$ cat src/rtl/core/jts_pkg.sv
// ----------------------------------------------------------------------------
// jts_pkg: shared types and constants of the JSON token serializer
//
// Event codes, grammar states, string roles, sequencer states and the
// character constants and literal words that the serializer writes.
// ----------------------------------------------------------------------------
package jts_pkg;

    // Width of the integer port; only the low NUMBER_WIDTH bits are used.
    localparam int NUM_PORT_W = 64;

    // Token event codes.
    typedef enum logic [3:0] {
        MODE_OBJ_START = 4'd0,
        MODE_OBJ_END   = 4'd1,
        MODE_ARR_START = 4'd2,
        MODE_ARR_END   = 4'd3,
        MODE_INT       = 4'd4,
        MODE_BOOL      = 4'd5,
        MODE_NULL      = 4'd6,
        MODE_STR_BEGIN = 4'd7,
        MODE_STR_BYTE  = 4'd8,
        MODE_STR_END   = 4'd9
    } t_mode;

    // Grammar states of the writer.
    typedef enum logic [2:0] {
        G_START    = 3'd0,
        G_OBJ      = 3'd1,
        G_OBJ_KEY  = 3'd2,
        G_OBJ_VAL  = 3'd3,
        G_ARR      = 3'd4,
        G_ARR_ITEM = 3'd5,
        G_END      = 3'd6,
        G_ERR      = 3'd7
    } t_gram;

    // Where an open string sits in the document.
    typedef enum logic [1:0] {
        ROLE_TOP  = 2'd0,
        ROLE_ITEM = 2'd1,
        ROLE_KEY  = 2'd2,
        ROLE_VAL  = 2'd3
    } t_role;

    // Kind of an open container on the nesting stack.
    localparam logic KIND_OBJ = 1'b0;
    localparam logic KIND_ARR = 1'b1;

    // What an accepted event writes after its optional separator.
    typedef enum logic [1:0] {
        BODY_CHAR = 2'd0,
        BODY_WORD = 2'd1,
        BODY_INT  = 2'd2
    } t_body;

    // Literal words.
    typedef enum logic [1:0] {
        WORD_TRUE  = 2'd0,
        WORD_FALSE = 2'd1,
        WORD_NULL  = 2'd2
    } t_word;

    // Sequencer states.
    typedef enum logic [3:0] {
        ST_IDLE,
        ST_CHECK,
        ST_FAULT,
        ST_CONV,
        ST_SKIP,
        ST_COMMA,
        ST_SIGN,
        ST_DIGIT,
        ST_CHAR,
        ST_COLON,
        ST_WORD
    } t_state;

    // Character constants.
    localparam logic [7:0] CH_COMMA  = 8'h2C;
    localparam logic [7:0] CH_LBRACE = 8'h7B;
    localparam logic [7:0] CH_RBRACE = 8'h7D;
    localparam logic [7:0] CH_LBRACK = 8'h5B;
    localparam logic [7:0] CH_RBRACK = 8'h5D;
    localparam logic [7:0] CH_COLON  = 8'h3A;
    localparam logic [7:0] CH_QUOTE  = 8'h22;
    localparam logic [7:0] CH_MINUS  = 8'h2D;
    localparam logic [7:0] CH_ZERO   = 8'h30;

    // Character at position idx of a literal word.
    function automatic logic [7:0] word_char(input t_word w, input logic [2:0] idx);
        logic [7:0] c;
        c = 8'h00;
        unique case (w)
            WORD_TRUE: begin
                unique case (idx)
                    3'd0:    c = 8'h74;
                    3'd1:    c = 8'h72;
                    3'd2:    c = 8'h75;
                    default: c = 8'h65;
                endcase
            end
            WORD_FALSE: begin
                unique case (idx)
                    3'd0:    c = 8'h66;
                    3'd1:    c = 8'h61;
                    3'd2:    c = 8'h6C;
                    3'd3:    c = 8'h73;
                    default: c = 8'h65;
                endcase
            end
            default: begin
                unique case (idx)
                    3'd0:    c = 8'h6E;
                    3'd1:    c = 8'h75;
                    default: c = 8'h6C;
                endcase
            end
        endcase
        return c;
    endfunction

    // Index of the final character of a literal word.
    function automatic logic [2:0] word_last(input t_word w);
        logic [2:0] n;
        n = (w == WORD_FALSE) ? 3'd4 : 3'd3;
        return n;
    endfunction

endpackage

$ cat src/rtl/core/jts_ram.sv
// ----------------------------------------------------------------------------
// jts_ram: generic single-write, single-read RAM
//
// One write port and one read port; the read data is registered.
// ----------------------------------------------------------------------------
module jts_ram #(
    parameter int WIDTH = 1,
    parameter int DEPTH = 32
) (
    input  logic                     i_clk,
    input  logic                     i_we,
    input  logic [$clog2(DEPTH)-1:0] i_waddr,
    input  logic [WIDTH-1:0]         i_wdata,
    input  logic [$clog2(DEPTH)-1:0] i_raddr,
    output logic [WIDTH-1:0]         o_rdata
);

    logic [WIDTH-1:0] r_mem [DEPTH];
    logic [WIDTH-1:0] r_rdata;

    // Write port and registered read port.
    always_ff @(posedge i_clk) begin
        if (i_we) begin
            r_mem[i_waddr] <= i_wdata;
        end
        r_rdata <= r_mem[i_raddr];
    end

    assign o_rdata = r_rdata;

endmodule

$ cat src/rtl/core/json_token_serializer_top.sv
// ----------------------------------------------------------------------------
// json_token_serializer_top: streaming JSON writer driven by token events
//
// Input channel (i_valid/o_ready) takes one token event per beat; output
// channel (o_valid/i_ready) gives one result per beat, one character each.
// o_ready is high only while the sequencer is idle; one event is in work at
// a time. A legal event passes a check state and then writes its characters
// in turn, a comma first where one is needed. An integer first runs a
// shift-and-add-3 BCD conversion through a shared adjust unit, one bit per
// cycle, then drops leading zero digits, keeping at least one, and writes
// an optional sign and then the digits.
// An illegal event, or any event after a fault, gives one beat with no
// character and the fault flag set. The last beat of each event has o_last.
// The result register lets the sequencer run ahead one beat; when the
// receiver stalls, the sequencer holds until the register is taken.
// Reset (synchronous, active low) returns the grammar to its start state,
// empties the nesting stack and clears the fault; the stack RAM needs no
// clearing since only pushed entries are ever read.
// ----------------------------------------------------------------------------
module json_token_serializer_top
    import jts_pkg::*;
#(
    parameter int NEST_DEPTH   = 32,
    parameter int NUMBER_WIDTH = 64
) (
    input  logic                  i_clk,
    input  logic                  i_rst_n,
    input  logic                  i_valid,
    output logic                  o_ready,
    input  logic [3:0]            i_mode,
    input  logic [NUM_PORT_W-1:0] i_number,
    input  logic                  i_truth,
    input  logic [7:0]            i_text_byte,
    output logic                  o_valid,
    input  logic                  i_ready,
    output logic [7:0]            o_out_char,
    output logic                  o_char_valid,
    output logic                  o_fault,
    output logic                  o_last
);

    localparam int CW     = $clog2(NEST_DEPTH + 1);
    localparam int AW     = $clog2(NEST_DEPTH);
    localparam int DIGITS = (NUMBER_WIDTH * 3) / 10 + 1;
    localparam int DW     = 4 * DIGITS;
    localparam int IW     = $clog2(NUMBER_WIDTH);
    localparam int LW     = $clog2(DIGITS + 1);

    // Control state.
    t_state          r_state, n_state;
    t_gram           r_gram, n_gram;
    logic [CW-1:0]   r_count, n_count;
    logic            r_in_text, n_in_text;
    t_role           r_role, n_role;
    logic            r_sticky, n_sticky;
    logic            r_out_valid, n_out_valid;

    // Event payload and work registers.
    logic [3:0]              r_mode, n_mode;
    logic                    r_truth, n_truth;
    logic [7:0]              r_byte, n_byte;
    logic                    r_neg, n_neg;
    logic [NUMBER_WIDTH-1:0] r_bin, n_bin;
    logic [DW-1:0]           r_bcd, n_bcd;
    logic [IW-1:0]           r_iter, n_iter;
    logic [LW-1:0]           r_left, n_left;
    logic                    r_comma, n_comma;
    logic [7:0]              r_char, n_char;
    logic                    r_colon, n_colon;
    t_body                   r_body, n_body;
    t_word                   r_word, n_word;
    logic [2:0]              r_widx, n_widx;

    // Result register.
    logic [7:0] r_out_char, n_out_char;
    logic       r_char_valid, n_char_valid;
    logic       r_fault, n_fault;
    logic       r_last, n_last;

    // Stack RAM and conversion signals.
    logic                    ram_we;
    logic [AW-1:0]           ram_waddr;
    logic                    ram_wdata;
    logic [AW-1:0]           ram_raddr;
    logic                    ram_rdata;
    logic [DW-1:0]           bcd_adj;
    logic [3:0]              top_digit;
    logic [NUMBER_WIDTH-1:0] num_lo;
    logic                    out_free;

    // Nesting stack: one kind bit per open container.
    jts_ram #(
        .WIDTH (1),
        .DEPTH (NEST_DEPTH)
    ) u_stack (
        .i_clk   (i_clk),
        .i_we    (ram_we),
        .i_waddr (ram_waddr),
        .i_wdata (ram_wdata),
        .i_raddr (ram_raddr),
        .o_rdata (ram_rdata)
    );

    // The read port always looks at the entry below the top, the parent
    // that a close returns to.
    assign ram_raddr = AW'(r_count - CW'(2));
    assign ram_waddr = AW'(r_count);

    // Shared add-3 adjust unit of the binary to BCD conversion.
    always_comb begin
        for (int k = 0; k < DIGITS; k++) begin
            bcd_adj[4*k +: 4] = (r_bcd[4*k +: 4] >= 4'd5) ? r_bcd[4*k +: 4] + 4'd3
                                                          : r_bcd[4*k +: 4];
        end
    end

    assign top_digit = r_bcd[DW-1 -: 4];
    assign num_lo    = i_number[NUMBER_WIDTH-1:0];
    assign out_free  = !r_out_valid || i_ready;

    assign o_ready      = (r_state == ST_IDLE);
    assign o_valid      = r_out_valid;
    assign o_out_char   = r_out_char;
    assign o_char_valid = r_char_valid;
    assign o_fault      = r_fault;
    assign o_last       = r_last;

    // Sequencer: next state, stack updates and result beats.
    always_comb begin
        logic       bad;
        logic       str_inner;
        logic       emit;
        logic [7:0] e_char;
        logic       e_valid;
        logic       e_fault;
        logic       e_last;

        n_state     = r_state;
        n_gram      = r_gram;
        n_count     = r_count;
        n_in_text   = r_in_text;
        n_role      = r_role;
        n_sticky    = r_sticky;
        n_mode      = r_mode;
        n_truth     = r_truth;
        n_byte      = r_byte;
        n_neg       = r_neg;
        n_bin       = r_bin;
        n_bcd       = r_bcd;
        n_iter      = r_iter;
        n_left      = r_left;
        n_comma     = r_comma;
        n_char      = r_char;
        n_colon     = r_colon;
        n_body      = r_body;
        n_word      = r_word;
        n_widx      = r_widx;
        n_out_valid = r_out_valid && !i_ready;
        n_out_char  = r_out_char;
        n_char_valid = r_char_valid;
        n_fault     = r_fault;
        n_last      = r_last;
        ram_we      = 1'b0;
        ram_wdata   = KIND_OBJ;
        bad         = 1'b0;
        str_inner   = (r_mode == MODE_STR_BYTE) || (r_mode == MODE_STR_END);
        emit        = 1'b0;
        e_char      = 8'h00;
        e_valid     = 1'b1;
        e_fault     = 1'b0;
        e_last      = 1'b0;

        unique case (r_state)
            ST_IDLE: begin
                if (i_valid) begin
                    n_mode  = i_mode;
                    n_truth = i_truth;
                    n_byte  = i_text_byte;
                    n_neg   = num_lo[NUMBER_WIDTH-1];
                    n_bin   = num_lo[NUMBER_WIDTH-1] ? (~num_lo + 1'b1) : num_lo;
                    n_state = ST_CHECK;
                end
            end

            ST_CHECK: begin
                // Legality of the event in the current grammar state.
                bad = r_sticky || (r_gram == G_ERR) || (r_mode > MODE_STR_END)
                      || (r_in_text != str_inner);
                unique case (r_mode)
                    MODE_OBJ_START, MODE_ARR_START: begin
                        if (!(r_gram == G_START || r_gram == G_OBJ_KEY ||
                              r_gram == G_ARR || r_gram == G_ARR_ITEM) ||
                            (r_count >= CW'(NEST_DEPTH))) begin
                            bad = 1'b1;
                        end
                    end
                    MODE_OBJ_END: begin
                        if (!(r_gram == G_OBJ || r_gram == G_OBJ_VAL) ||
                            (r_count == '0)) begin
                            bad = 1'b1;
                        end
                    end
                    MODE_ARR_END: begin
                        if (!(r_gram == G_ARR || r_gram == G_ARR_ITEM) ||
                            (r_count == '0)) begin
                            bad = 1'b1;
                        end
                    end
                    MODE_INT, MODE_BOOL, MODE_NULL: begin
                        if (!(r_gram == G_START || r_gram == G_ARR ||
                              r_gram == G_ARR_ITEM || r_gram == G_OBJ_KEY)) begin
                            bad = 1'b1;
                        end
                    end
                    MODE_STR_BEGIN: begin
                        if (r_gram == G_END) begin
                            bad = 1'b1;
                        end
                    end
                    default: begin
                    end
                endcase

                n_comma = 1'b0;
                n_colon = 1'b0;
                n_body  = BODY_CHAR;
                n_widx  = 3'd0;

                if (bad) begin
                    n_sticky = 1'b1;
                    n_gram   = G_ERR;
                    n_state  = ST_FAULT;
                end else begin
                    // Grammar and stack updates of a legal event.
                    unique case (r_mode)
                        MODE_OBJ_START, MODE_ARR_START: begin
                            n_comma   = (r_gram == G_ARR_ITEM);
                            ram_we    = 1'b1;
                            if (r_mode == MODE_OBJ_START) begin
                                n_char    = CH_LBRACE;
                                ram_wdata = KIND_OBJ;
                                n_gram    = G_OBJ;
                            end else begin
                                n_char    = CH_LBRACK;
                                ram_wdata = KIND_ARR;
                                n_gram    = G_ARR;
                            end
                            n_count = r_count + 1'b1;
                        end
                        MODE_OBJ_END, MODE_ARR_END: begin
                            n_char  = (r_mode == MODE_OBJ_END) ? CH_RBRACE : CH_RBRACK;
                            n_count = r_count - 1'b1;
                            if (r_count == CW'(1)) begin
                                n_gram = G_END;
                            end else begin
                                n_gram = (ram_rdata == KIND_ARR) ? G_ARR_ITEM : G_OBJ_VAL;
                            end
                        end
                        MODE_INT, MODE_BOOL, MODE_NULL: begin
                            n_comma = (r_gram == G_ARR_ITEM);
                            priority if (r_gram == G_START) begin
                                n_gram = G_END;
                            end else if (r_gram == G_OBJ_KEY) begin
                                n_gram = G_OBJ_VAL;
                            end else begin
                                n_gram = G_ARR_ITEM;
                            end
                            priority if (r_mode == MODE_INT) begin
                                n_body = BODY_INT;
                            end else if (r_mode == MODE_BOOL) begin
                                n_body = BODY_WORD;
                                n_word = r_truth ? WORD_TRUE : WORD_FALSE;
                            end else begin
                                n_body = BODY_WORD;
                                n_word = WORD_NULL;
                            end
                        end
                        MODE_STR_BEGIN: begin
                            n_comma   = (r_gram == G_ARR_ITEM) || (r_gram == G_OBJ_VAL);
                            n_char    = CH_QUOTE;
                            n_in_text = 1'b1;
                            priority if (r_gram == G_START) begin
                                n_role = ROLE_TOP;
                            end else if (r_gram == G_ARR || r_gram == G_ARR_ITEM) begin
                                n_role = ROLE_ITEM;
                            end else if (r_gram == G_OBJ || r_gram == G_OBJ_VAL) begin
                                n_role = ROLE_KEY;
                            end else begin
                                n_role = ROLE_VAL;
                            end
                        end
                        MODE_STR_BYTE: begin
                            n_char = r_byte;
                        end
                        default: begin
                            // String end: close quote, then a colon after a key.
                            n_char    = CH_QUOTE;
                            n_colon   = (r_role == ROLE_KEY);
                            n_in_text = 1'b0;
                            unique case (r_role)
                                ROLE_TOP:  n_gram = G_END;
                                ROLE_ITEM: n_gram = G_ARR_ITEM;
                                ROLE_KEY:  n_gram = G_OBJ_KEY;
                                default:   n_gram = G_OBJ_VAL;
                            endcase
                        end
                    endcase

                    // Integers convert first; everything else starts writing.
                    if (r_mode == MODE_INT) begin
                        n_bcd   = '0;
                        n_iter  = IW'(NUMBER_WIDTH - 1);
                        n_left  = LW'(DIGITS);
                        n_state = ST_CONV;
                    end else if (n_comma) begin
                        n_state = ST_COMMA;
                    end else if (n_body == BODY_WORD) begin
                        n_state = ST_WORD;
                    end else begin
                        n_state = ST_CHAR;
                    end
                end
            end

            ST_FAULT: begin
                if (out_free) begin
                    emit    = 1'b1;
                    e_char  = 8'h00;
                    e_valid = 1'b0;
                    e_fault = 1'b1;
                    e_last  = 1'b1;
                    n_state = ST_IDLE;
                end
            end

            ST_CONV: begin
                // One magnitude bit per cycle into the BCD register.
                n_bin = r_bin << 1;
                n_bcd = {bcd_adj[DW-2:0], r_bin[NUMBER_WIDTH-1]};
                if (r_iter == '0) begin
                    n_state = ST_SKIP;
                end else begin
                    n_iter = r_iter - 1'b1;
                end
            end

            ST_SKIP: begin
                // Drop leading zero digits, keeping at least one.
                if ((top_digit == 4'd0) && (r_left > LW'(1))) begin
                    n_bcd  = r_bcd << 4;
                    n_left = r_left - 1'b1;
                end else if (r_comma) begin
                    n_state = ST_COMMA;
                end else begin
                    n_state = r_neg ? ST_SIGN : ST_DIGIT;
                end
            end

            ST_COMMA: begin
                if (out_free) begin
                    emit   = 1'b1;
                    e_char = CH_COMMA;
                    unique case (r_body)
                        BODY_INT:  n_state = r_neg ? ST_SIGN : ST_DIGIT;
                        BODY_WORD: n_state = ST_WORD;
                        default:   n_state = ST_CHAR;
                    endcase
                end
            end

            ST_SIGN: begin
                if (out_free) begin
                    emit    = 1'b1;
                    e_char  = CH_MINUS;
                    n_state = ST_DIGIT;
                end
            end

            ST_DIGIT: begin
                if (out_free) begin
                    emit   = 1'b1;
                    e_char = CH_ZERO | {4'd0, top_digit};
                    e_last = (r_left == LW'(1));
                    n_bcd  = r_bcd << 4;
                    n_left = r_left - 1'b1;
                    if (r_left == LW'(1)) begin
                        n_state = ST_IDLE;
                    end
                end
            end

            ST_CHAR: begin
                if (out_free) begin
                    emit    = 1'b1;
                    e_char  = r_char;
                    e_last  = !r_colon;
                    n_state = r_colon ? ST_COLON : ST_IDLE;
                end
            end

            ST_COLON: begin
                if (out_free) begin
                    emit    = 1'b1;
                    e_char  = CH_COLON;
                    e_last  = 1'b1;
                    n_state = ST_IDLE;
                end
            end

            ST_WORD: begin
                if (out_free) begin
                    emit   = 1'b1;
                    e_char = word_char(r_word, r_widx);
                    e_last = (r_widx == word_last(r_word));
                    n_widx = r_widx + 1'b1;
                    if (r_widx == word_last(r_word)) begin
                        n_state = ST_IDLE;
                    end
                end
            end

            default: begin
                n_state = ST_IDLE;
            end
        endcase

        // Load the result register with this cycle's beat.
        if (emit) begin
            n_out_valid  = 1'b1;
            n_out_char   = e_char;
            n_char_valid = e_valid;
            n_fault      = e_fault;
            n_last       = e_last;
        end
    end

    // Control registers.
    always_ff @(posedge i_clk) begin
        if (!i_rst_n) begin
            r_state     <= ST_IDLE;
            r_gram      <= G_START;
            r_count     <= '0;
            r_in_text   <= 1'b0;
            r_role      <= ROLE_TOP;
            r_sticky    <= 1'b0;
            r_out_valid <= 1'b0;
        end else begin
            r_state     <= n_state;
            r_gram      <= n_gram;
            r_count     <= n_count;
            r_in_text   <= n_in_text;
            r_role      <= n_role;
            r_sticky    <= n_sticky;
            r_out_valid <= n_out_valid;
        end
    end

    // Payload and work registers.
    always_ff @(posedge i_clk) begin
        r_mode       <= n_mode;
        r_truth      <= n_truth;
        r_byte       <= n_byte;
        r_neg        <= n_neg;
        r_bin        <= n_bin;
        r_bcd        <= n_bcd;
        r_iter       <= n_iter;
        r_left       <= n_left;
        r_comma      <= n_comma;
        r_char       <= n_char;
        r_colon      <= n_colon;
        r_body       <= n_body;
        r_word       <= n_word;
        r_widx       <= n_widx;
        r_out_char   <= n_out_char;
        r_char_valid <= n_char_valid;
        r_fault      <= n_fault;
        r_last       <= n_last;
    end

endmodule

$ cat config.mk
export PLATFORM = sky130hd
export DESIGN_NAME = json_token_serializer_top
export DESIGN_NICKNAME = d
export VERILOG_FILES = /design/src/rtl/core/jts_pkg.sv /design/src/rtl/core/jts_ram.sv /design/src/rtl/core/json_token_serializer_top.sv
export SDC_FILE = /design/constraint.sdc
export NUM_CORES = 1
export LEC_CHECK = 0
export BUFFER_PORTS_ARGS = -buffer_cell sky130_fd_sc_hd__buf_2
export CAP_MARGIN = 10
export CORE_UTILIZATION = 26
export DETAILED_ROUTE_END_ITERATION = 8
export PLACE_DENSITY = 0.5
export SETUP_SLACK_MARGIN = 0.3
export SLEW_MARGIN = 10
export SYNTH_ARGS = -nofsm -noshare
export SYNTH_HDL_FRONTEND = slang
export SYNTH_HIERARCHICAL = 1
export SYNTH_SLANG_ARGS = --single-unit
$ cat constraint.sdc
create_clock -name i_clk -period 13.3 [get_ports i_clk]
set_clock_uncertainty 0.05 [all_clocks]
set_input_delay 1.995 -clock i_clk [delete_from_list [all_inputs] [get_ports i_clk]]
set_output_delay 1.995 -clock i_clk [all_outputs]
set_load 0.01 [all_outputs]
==> results.py <==
metrics = {
    "worst_setup_path": {
        "cp_required_ps": 13540,
        "cp-startpoint": "i_number[16]",
        "worstRegToRegCells": 7,
        "timing.critical_path.from_type": "input port",
        "r2r_setup_slack_ps": 9300,
        "crit_path_max_fanout": 14,
        "worstPathArrival_ps": 4470,
        "critical_path.reg2reg.endpoint": "r_bcd[39]$_DFFE_PP_",
        "critical_path_capture_point_type": "flip-flop",
        "worstReg2RegStart": "r_count[1]$_SDFFE_PN0P_",
        "timing_worst_setup_path_type": "input port to flip-flop",
    },
    "floorplan": {
        "boundaryPins": 94,
        "x_dimension_of_the_die_um": 241,
        "die_h_um": 241,
        "start_util_pct": 26.3,
        "core_area_sq_um": 56400,
        "placementRows": 87,
        "die_area_sq_um": 58000,
    },
    "final_layout": {
        "layout_commonest_cell": "edfxtp_1",
        "area.growth.synth_to_final_pct": 14.1,
        "most_used_cells_in_the_layout_excluding_fill_and_tap_cells": "229 x edfxtp_1, 155 x nand2_1, 147 x o21ai_0",
        "final.fill_count": 5980,
        "layout.nets": 1692,
        "utilization_pct": 30.0,
        "final_layout_size_suffix_gt1_share_pct": 11.4,
        "diodes": 0,
        "postLayoutCellArea_sq_um": 16900,
    },
    "cts": {
        "clk-insertion-delay-late_ps": 570,
        "cts-htree-levels": 1,
        "cts_max_path_buffers": 3,
        "post_cts_buffers": 0,
        "cts-hold-fix-buffers": 0,
        "clockRootBuffer": "clkbuf_16",
        "post_cts_resize_count": 0,
        "clock-sinks": 248,
        "clk_pin_slew_worst_paths_ps": 60,
        "cts_tree": "built",
        "cts_inserted_buffers": 31,
    },
    "sta": {
        "maximum_clock_frequency_ghz": 0.236,
        "min_period_ps": 4230,
        "setup_total_negative_slack_ps": 0,
        "setup_viol_count_final": 0,
        "post-route-worst-setup-slack_ps": 9070,
        "final-hold-violation-count": 0,
        "setup_repair_after_global_routing_missed_its_margin": "no",
        "period_share_pct": 31.8,
        "finalMaxSlewViolations": 0,
        "worst_slew_pin_slew_ps": 1080,
        "slew-limit-headroom_pct": 28.2,
    },
    "synthesis": {
        "synth-edff-count": 229,
        "synth.yosys.warnings": 6,
        "ys.flop_type": "edfxtp_1",
        "count_of_state_elements_after_synthesis": 248,
        "syn-instance-count": 1490,
        "synth_async_sr_flop_share_pct": 0,
        "synth_area_per_cell_sq_um": 9.94,
        "unique_masters_post_synth": 73,
        "register_area_share_after_synthesis_pct": 49.0,
        "syn-num-nets": 1629,
        "netlist_area_sq_um": 14800,
    },
    "power": {
        "power.sequential.fraction_pct": 46.5,
        "power_report.internal_total_mw": 1.67,
        "leakage_power_figure_nw": 5.80,
        "p_sw_share_pct": 32.4,
        "p_clk_share_pct": 30.5,
        "p_comb_share_pct": 23.0,
        "power_switching_uw": 799,
        "worst_ir_drop_on_vdd_uv": 95.6,
        "pwr_density_cell_nw_per_um2": 146,
        "finalPower_mw": 2.47,
    },
    "routing": {
        "drtPass1Iterations": 5,
        "drt_iter0_drc": 620,
        "routed_wirelength_um": 35400,
        "antenna_violating_nets_post_route": 0,
        "post_drt_via_cell_ratio": 4.85,
        "route.detailed.drc": 0,
        "via_count": 11300,
        "wire_per_inst_um": 15.2,
    },
    "placed_design": {
        "dpl_cell_area_sq_um": 16000,
        "finalWeightedCongestion": 0.837,
        "preCtsSetupSlack_ps": 8470,
        "port_buffers": 93,
        "hpwlAfterDp_um": 23600,
    },
    "global_route": {
        "use_met3_pct": 1.93,
        "grt_start_max_net_pins": 104,
        "grt_most_used_layer": "met2",
        "grt_antenna_before_repair": 1,
        "grt_pass1_wl_um": 57900,
        "global_route.usage.met2_pct": 20.3,
        "grt.overflow.total": 0,
        "grtUsageMet1_pct": 16.3,
        "globalRouteTotalUtil_pct": 12.2,
        "vias_in_the_first_global_route": 11200,
    },
    "hold_path": {
        "min_delay_path_depth": 2,
        "hp-start": "r_sticky$_SDFFE_PN0P_",
        "worst_hold_path_type": "flip-flop to flip-flop",
        "whs_endpoint": "r_sticky$_SDFFE_PN0P_",
    },
    "flow_run": {
        "max_cap_violations": 0,
    },
    "outcome": {
        "run_status": "finished, final reports clean",
    },
}
per-stage QoR:
step | hold WS, ps | std cells
detailed placement | 427 | 2276
finish | 427 | 2332
global route | 449 | 2332
CTS | 435 | 2332
global placement | 417 | 2276
floorplan | 396 | 1490
cell type report:
type                            instances  area (sq um)  share of cell area, %
Clock inverter                         15          70.1                  0.414
Timing Repair Buffer                  102           533                   3.15
Sequential cell                       248          7260                   42.9
Clock buffer                           41           813                   4.81
Tap cell                              756           946                   5.59
Inverter                               71           267                   1.58
Multi-Input combinational cell       1099          7020                   41.5
layer usage:
layer  share of wire, %  vias to the layer above  wire (um)
li1                   -                     5618          -
met1                 48                     5434      17100
met2                 46                      207      16300
met3                3.6                       57       1270
met4                2.1                        0        730
met5                  0                        -          0
worst max-delay path: stages:
cell	delay [ps]
buf_2	110
or4_4	560
nor4b_4	430
nand4_2	530
o41ai_1	550
xor2_1	190
a21oi_1	80
power by group through the flow:
| stage | Clock [mW] | Combinational, mW | Sequential [mW] |
|---|---|---|---|
| final | 0.753 | 0.568 | 1.15 |
| after global routing | 0.809 | 0.642 | 1.17 |
| after CTS | 0.784 | 0.574 | 1.15 |
| after detailed placement | 0 | 0.573 | 1.16 |
| after global placement | 0 | 0.562 | 1.16 |
| after floorplan | 0 | 0.415 | 1.13 |
how the worst max path moves through the flow:
stage / end / slack (ps) / depth (start not counted)
finish: r_bin[44]$_DFFE_PP_ / 9070 / 7
global route: r_bin[44]$_DFFE_PP_ / 8820 / 7
CTS: r_bin[44]$_DFFE_PP_ / 9090 / 7
detailed placement: r_bin[44]$_DFFE_PP_ / 8470 / 7
global placement: r_bin[44]$_DFFE_PP_ / 8450 / 7
floorplan: r_bcd[0]$_DFFE_PP_ / 2040 / 3
synthesized netlist by cell type (14+ instances only):
master	instances	area share [%]
edfxtp_1	229	46
nand2_1	155	3.9
o21ai_0	147	5.0
nor2_1	126	3.2
a21oi_1	114	3.9
inv_1	69	1.7
xor2_1	66	3.9
clkbuf_1	59	1.5
ha_1	58	4.9
nand2b_1	34	1.4
nor3b_1	30	1.5
xnor2_1	30	1.8
o22ai_1	29	1.2
nor3_1	26	0.88
mux2i_1	25	1.7
o31ai_1	22	1.1
dfxtp_1	19	2.6
nand3_1	18	0.61
nor2b_1	15	0.63
a22oi_1	14	0.71
cell families (layout without fill, tap and decap cells):
group | after synthesis | after routing | synth area share (%)
simple gates | 497 | 497 | 17.3
compound gates | 422 | 422 | 17.5
flops | 248 | 248 | 49.0
buf+inv | 143 | 229 | 3.90
xor+xnor | 96 | 96 | 5.67
fa+ha+maj | 58 | 58 | 4.90
mux | 26 | 26 | 1.76
flip-flops by register name, summed over array words and instances, names as in the netlist, 2 cells and up:
signal	count
r_bcd	80
r_bin	64
u_stack/r_mem	32
o_out_char	8
r_byte	8
r_char	8
r_count	6
r_iter	6
r_left	5
r_mode	4
r_state	4
r_gram	3
r_widx	3
r_body	2
r_role	2
r_word	2
(Power assumes the default switching activity.)
